### src/rtl/abkf_pkg.sv
// abkf_pkg: shared types and constants for the angle/bias kalman filter
// used by the controller, datapath and top level; no dependencies
package abkf_pkg;

	localparam int unsigned NOISE_W = 25;
	localparam int unsigned NUM_REGS = 6;
	localparam int unsigned REG_IDX_W = 3;

	typedef enum logic [2:0] {
		REG_X_ANGLE   = 3'd0,
		REG_X_BIAS    = 3'd1,
		REG_X_MEASURE = 3'd2,
		REG_Y_ANGLE   = 3'd3,
		REG_Y_BIAS    = 3'd4,
		REG_Y_MEASURE = 3'd5
	} reg_idx_t;

	localparam logic [NOISE_W-1:0] ANGLE_NOISE_RST   = 25'd16777;
	localparam logic [NOISE_W-1:0] BIAS_NOISE_RST    = 25'd50332;
	localparam logic [NOISE_W-1:0] MEASURE_NOISE_RST = 25'd503316;

	// sequencer steps
	typedef enum logic [3:0] {
		ST_IDLE,
		ST_LOAD,
		ST_PRED1,
		ST_PRED2,
		ST_PRED3,
		ST_DIVSET,
		ST_DIV0,
		ST_DIV1,
		ST_CORR1,
		ST_CORR2,
		ST_CORR3,
		ST_CORR4,
		ST_WRITE
	} state_t;

	typedef enum logic [3:0] {
		OP_NONE,
		OP_LOAD,
		OP_PRED1,
		OP_PRED2,
		OP_PRED3,
		OP_DIVSET,
		OP_DIV0_START,
		OP_DIV1_START,
		OP_CORR1,
		OP_CORR2,
		OP_CORR3,
		OP_CORR4,
		OP_WRITE
	} op_t;

	typedef struct packed {
		op_t op;
	} dp_cmd_t;

	typedef struct packed {
		logic div_busy;
	} dp_status_t;

	function automatic logic signed [31:0] sat32(input logic signed [71:0] v);
		logic signed [31:0] r;
		if (v > 72'sd2147483647) r = 32'sh7fffffff;
		else if (v < -72'sd2147483648) r = 32'sh80000000;
		else r = v[31:0];
		return r;
	endfunction

endpackage

### src/rtl/abkf_ctrl.sv
// abkf_ctrl: sequencer for one filter step
// depends on abkf_pkg (state_t, dp_cmd_t, dp_status_t)
module abkf_ctrl (
	input  logic                   clk,
	input  logic                   arst_n,
	input  logic                   in_valid,
	output logic                   in_ready,
	output logic                   out_load,
	input  logic                   out_free,
	output abkf_pkg::dp_cmd_t      cmd,
	input  abkf_pkg::dp_status_t   sts
);
	abkf_pkg::state_t state_q, state_d;

	always_ff @(posedge clk or negedge arst_n) begin
		if (!arst_n) state_q <= abkf_pkg::ST_IDLE;
		else state_q <= state_d;
	end

	always_comb begin
		state_d = state_q;
		unique case (state_q)
			abkf_pkg::ST_IDLE:   if (in_valid) state_d = abkf_pkg::ST_LOAD;
			abkf_pkg::ST_LOAD:   state_d = abkf_pkg::ST_PRED1;
			abkf_pkg::ST_PRED1:  state_d = abkf_pkg::ST_PRED2;
			abkf_pkg::ST_PRED2:  state_d = abkf_pkg::ST_PRED3;
			abkf_pkg::ST_PRED3:  state_d = abkf_pkg::ST_DIVSET;
			abkf_pkg::ST_DIVSET: state_d = abkf_pkg::ST_DIV0;
			abkf_pkg::ST_DIV0:   if (!sts.div_busy) state_d = abkf_pkg::ST_DIV1;
			abkf_pkg::ST_DIV1:   if (!sts.div_busy) state_d = abkf_pkg::ST_CORR1;
			abkf_pkg::ST_CORR1:  state_d = abkf_pkg::ST_CORR2;
			abkf_pkg::ST_CORR2:  state_d = abkf_pkg::ST_CORR3;
			abkf_pkg::ST_CORR3:  state_d = abkf_pkg::ST_CORR4;
			abkf_pkg::ST_CORR4:  state_d = abkf_pkg::ST_WRITE;
			abkf_pkg::ST_WRITE:  if (out_free) state_d = abkf_pkg::ST_IDLE;
			default:             state_d = abkf_pkg::ST_IDLE;
		endcase
	end

	// divider start pulses fire on entry: DIV0 entered from DIVSET, DIV1 when DIV0 done
	always_comb begin
		in_ready = 1'b0;
		out_load = 1'b0;
		cmd.op   = abkf_pkg::OP_NONE;
		unique case (state_q)
			abkf_pkg::ST_IDLE:   in_ready = 1'b1;
			abkf_pkg::ST_LOAD:   cmd.op = abkf_pkg::OP_LOAD;
			abkf_pkg::ST_PRED1:  cmd.op = abkf_pkg::OP_PRED1;
			abkf_pkg::ST_PRED2:  cmd.op = abkf_pkg::OP_PRED2;
			abkf_pkg::ST_PRED3:  cmd.op = abkf_pkg::OP_PRED3;
			abkf_pkg::ST_DIVSET: cmd.op = abkf_pkg::OP_DIV0_START;
			abkf_pkg::ST_DIV0:   if (!sts.div_busy) cmd.op = abkf_pkg::OP_DIV1_START;
			abkf_pkg::ST_DIV1:   if (!sts.div_busy) cmd.op = abkf_pkg::OP_DIVSET;
			abkf_pkg::ST_CORR1:  cmd.op = abkf_pkg::OP_CORR1;
			abkf_pkg::ST_CORR2:  cmd.op = abkf_pkg::OP_CORR2;
			abkf_pkg::ST_CORR3:  cmd.op = abkf_pkg::OP_CORR3;
			abkf_pkg::ST_CORR4:  cmd.op = abkf_pkg::OP_CORR4;
			// hold here until the output register can take the result
			abkf_pkg::ST_WRITE: begin
				if (out_free) begin
					cmd.op   = abkf_pkg::OP_WRITE;
					out_load = 1'b1;
				end
			end
			default: ;
		endcase
	end

	assert property (@(posedge clk) disable iff (!arst_n)
		in_ready |-> state_q == abkf_pkg::ST_IDLE)
		else $error("accept outside idle");
	assert property (@(posedge clk) disable iff (!arst_n)
		out_load |-> out_free)
		else $error("result loaded over pending output");
	assert property (@(posedge clk) disable iff (!arst_n)
		(state_q == abkf_pkg::ST_CORR1) |-> !sts.div_busy)
		else $error("correction began before gains ready");
endmodule

### config.mk
export PLATFORM = sky130hd
export DESIGN_NAME = abkf_ctrl
export DESIGN_NICKNAME = d
export VERILOG_FILES = /design/src/rtl/abkf_pkg.sv /design/src/rtl/abkf_ctrl.sv
export SDC_FILE = /design/constraint.sdc
export NUM_CORES = 1
export LEC_CHECK = 0
export BUFFER_PORTS_ARGS = -buffer_cell sky130_fd_sc_hd__buf_2
export CORE_AREA = 3 3 40 42
export DETAILED_ROUTE_END_ITERATION = 8
export DIE_AREA = 0 0 43 45
export PLACE_DENSITY = 0.58
export SKIP_CTS_REPAIR_TIMING = 1
export SLEW_MARGIN = 20
export SYNTH_ARGS = -nofsm -noshare
export SYNTH_HDL_FRONTEND = slang
export SYNTH_SLANG_ARGS = --single-unit
### constraint.sdc
create_clock -name clk -period 1.1 [get_ports clk]
set_input_delay 0.33 -clock clk [delete_from_list [all_inputs] [get_ports clk]]
set_output_delay 0.33 -clock clk [all_outputs]
set_load 0.05 [all_outputs]
* Word-level counts from Yosys, hierarchy flattened
Cells that the tools add are included.
Word-level totals: register bits after elaboration 4, bits in latches 0, memory bits (writable) 0, memory bits (read-only) 0, bits of input ports 5, output and inout port bits 6, word-level logic and storage cells 31, memories 0
Cells by class: add/subtract/negate cells 0, multipliers 0, divide/modulo/power cells 0, $lt $le $gt $ge 0, equality and inequality tests 16, shift operators 0, mux-type cells 12, bitwise operators 0, reductions and logical operators 2
Operators with widths (count):
- $pmux 4 s13 | 1
- $pmux 4 s12 | 1
- $eq 4x4->1 const B | 5
- $mux 4 | 5
- $eq 4x3->1 const B | 4
- $eq 4x2->1 const B | 2
- $ne 2x2->1 const B | 4
- $mux 3 | 2
- $eq 4x1->1 const B | 1
- $logic_not 4->1 | 1
- $reduce_and 4->1 | 1
- $mux 1 | 3

* Logic depth before layout (Yosys ltp)
word-level depth 3, depth in mapped cells 4, gate-level depth less buffers 3

* Least setup slack after synthesis
No wires, ideal clock.
path kind register to output, start point reg state_q[0], end point out in_ready, data arrival time 2045 ps, data required time 770 ps, path slack -1275 ps, stages on the path, launching flop included 3, buffers on the path 1, path through dfrtp_1 -> buf_6 -> nor4_1
On the way: cells in the longest elaborated chain, start to end 2
Ends and longest elaborated chain:
- from (decl) | RTL line abkf_ctrl.sv:13 | abkf_pkg::state_t state_q, state_d;
- from (signal assigned) | RTL line abkf_ctrl.sv:16 | if (!arst_n) state_q <= abkf_pkg::ST_IDLE;
- from (signal assigned) | RTL line abkf_ctrl.sv:17 | else state_q <= state_d;
- $logic_not 4->1 | RTL line abkf_ctrl.sv:45 | unique case (state_q)
- $mux 1 | RTL line abkf_ctrl.sv:45
- to (decl) | RTL line abkf_ctrl.sv:7 | output logic in_ready,
Every way passes these cells.

* Worst setup path after layout
Same ends and word-level chain as after synthesis.

==> key figures <==
Clocking
  – CTS root buffer: sky130_fd_sc_hd__clkbuf_4
  – H-Tree Level Count: 1
  – TritonCTS Buffers: 3
  – Clock Sinks: 4
  – CTS tree: done
  – Source-to-sink clock delay at the later pin of the worst-skew pair: 0.24 ns
  – Maximum clock path buffer count: 2
  – Clock slew at reported path FFs: 0.04 ns

Layout
  – Largest registers in the final layout: state_q: 4 flops
  – Antenna diode count: 0
  – Leading cell types in the layout, fill and taps excluded: 14 x sky130_fd_sc_hd__buf_4, 10 x sky130_fd_sc_hd__buf_6, 4 x sky130_fd_sc_hd__buf_2, 4 x sky130_fd_sc_hd__dfrtp_2
  – Most common cell after layout, fill and taps aside: sky130_fd_sc_hd__buf_4
  – Synth-to-layout area growth: 95.7%
  – Fraction of layout instances using a drive strength above 1: 76.1%
  – Register bank with the most flops: state_q
  – Largest register FFs: 4
  – Layout Nets: 74
  – Fillers: 116

Hold path
  – Min-Delay Path Class: input port to asynchronous set/reset pin

Floorplanning
  – Die Height: 45 um
  – DIE AREA: 1940 um^2
  – Initial Utilization: 27.2%
  – Die Span X: 43 um
  – Io pins: 11
  – Number of placement rows: 13
  – Placeable core region: 1280 um^2

Worst setup path
  – Number of cells on the worst reg-to-reg path: 5
  – Kind of start point of the critical path: flop
  – Capture point of the critical path: in_ready
  – Data arrival time of the worst path: 1.28 ns
  – Capture instance of the worst register-to-register path: state_q[0]
  – Critical path launch point: state_q[0]
  – Required time of the critical path: 0.77 ns
  – Type of the worst setup path: flop to output pin
  – Highest fanout seen on the critical path: 5
  – Reg-to-reg slack, setup: -0.16 ns
  – Endpoint type of the worst setup path: output pin
  – Worst R2R Start: state_q[0]

Timing
  – Number of failing hold endpoints at the final stage: 0
  – Relative slew slack: 86.0%
  – Max-slew violation count: 0
  – Fin Clk Skew: 0.00412 ns
  – Transition at the pin with the smallest max-transition slack: 0.208 ns
  – Fraction of the cycle the final worst path needs: 147%
  – Shortest clock period the worst path allows after layout: 1.61 ns
  – Highest attainable clock frequency: 619 MHz
  – Final Worst Setup Slack: -0.515 ns
  – Setup violations, final: 10
  – Unrepaired setup endpoints after global routing: yes

Drt
  – Vias per cell: 4.61
  – Routed WL: 1080 um
  – Violation count after the first detailed-route iteration: 6
  – DRC violations left: 0
  – Detail-routed net length per standard cell: 13.2 um
  – Remaining number of nets flagged by the antenna check after routing: 0
  – Number of optimization iterations in the first detailed-route pass: 5
  – Count of vias placed by the detailed router: 378

Yosys
  – Sequential-to-total area share from yosys stat: 28.7%
  – Number of enable-type register cells in the synthesized netlist: 0
  – Gate count after technology mapping: 39
  – Syn avg cell area: 8.95 um^2
  – Synth cell types: 22
  – Share of flip-flops with an asynchronous set or reset after synthesis: 100%
  – Mapped Nets: 44
  – Yosys warns: 0
  – Synthesized flop and latch total: 4
  – Top flip-flop cell by instance count after synthesis: sky130_fd_sc_hd__dfrtp_1
  – Combined area of all synthesized cells: 349 um^2

Global route
  – Largest net degree at the start of global routing: 10
  – Total global routing track utilization: 11.4%
  – Wire length of the first global-routing pass: 1610 um
  – Number of antenna violations at the first check in global routing: 0
  – Leftover overflow at the end of global routing: 0
  – Number of global-route vias before repair: 370

Job
  – Max-capacitance violation count: 0

Placement
  – Routability cong.: 0.817
  – Count of buffers inserted at the top-level ports: 10
  – Detailed-placement wirelength estimate: 699 um
  – Worst slack at placement: -0.381 ns

Status
  – Outcome: finished with violations
  – Violated checks: negative setup slack
layer usage:
layer	share of wire (%)	track usage (%)	routed length, um
met5	0	0	0
met2	50	15.9	543
met1	46	14.4	498
met4	0	6.63	0
met3	3.7	5.18	40
kinds of logic (layout without fill, tap and decap cells):
kind of cell / after synthesis / after routing / synth area share (%)
DFF: 4 / 4 / 28.7
buffers and inverters: 5 / 33 / 14.0
AOI/OAI and AO/OA: 14 / 14 / 33.7
and+or+nand+nor: 16 / 16 / 23.7
through the flow:
step	utilization, %	hold WS [ns]	instances	setup TNS, ns	instance area [um^2]
global route	53.2	0.426	82	-3.78	683
floorplan	-	0.0344	39	-1.78	419
global placement	42.1	0.141	73	-2.16	541
finish	53.2	0.420	82	-3.26	683
CTS	43.8	-0.116	76	-3.74	563
detailed placement	42.1	0.140	73	-2.13	541
worst max-delay path: stages (launching register included):
cell and delay, ns:
sky130_fd_sc_hd__dfrtp_2 0.43, sky130_fd_sc_hd__buf_6 0.15, sky130_fd_sc_hd__nor4_4 0.27, sky130_fd_sc_hd__buf_6 0.19
cell usage after synthesis (2+ instances only):
library cell	n	share of area, %
sky130_fd_sc_hd__a21boi_1	2	4.3
sky130_fd_sc_hd__and3_1	2	3.6
sky130_fd_sc_hd__buf_6	4	13
sky130_fd_sc_hd__dfrtp_1	4	29
sky130_fd_sc_hd__nand2_1	4	4.3
sky130_fd_sc_hd__nor2_1	5	5.4
sky130_fd_sc_hd__o21ai_0	2	2.9
sky130_fd_sc_hd__o31ai_1	2	4.3
worst min path at each step:
stage	cells after the start	to
3_5_place_dp	1	state_q[3]
4_1_cts	1	state_q[0]
2_1_floorplan	0	state_q[0]
6_report	2	state_q[0]
3_3_place_gp	1	state_q[3]
5_1_grt	2	state_q[2]
final cells by class:
type                       instances  area, um^2  share of cell area, %
multi-input combinational         30         285                   41.8
sequential                         4         105                   15.4
clock buffer                       3        22.5                   3.30
inverter                           1        3.75                  0.549
tap                               15        18.8                   2.75
timing repair buffer              29         248                   36.3
Power is not shown: default switching activity piles up to over one toggle a cycle in this logic, so the estimate is an artifact.
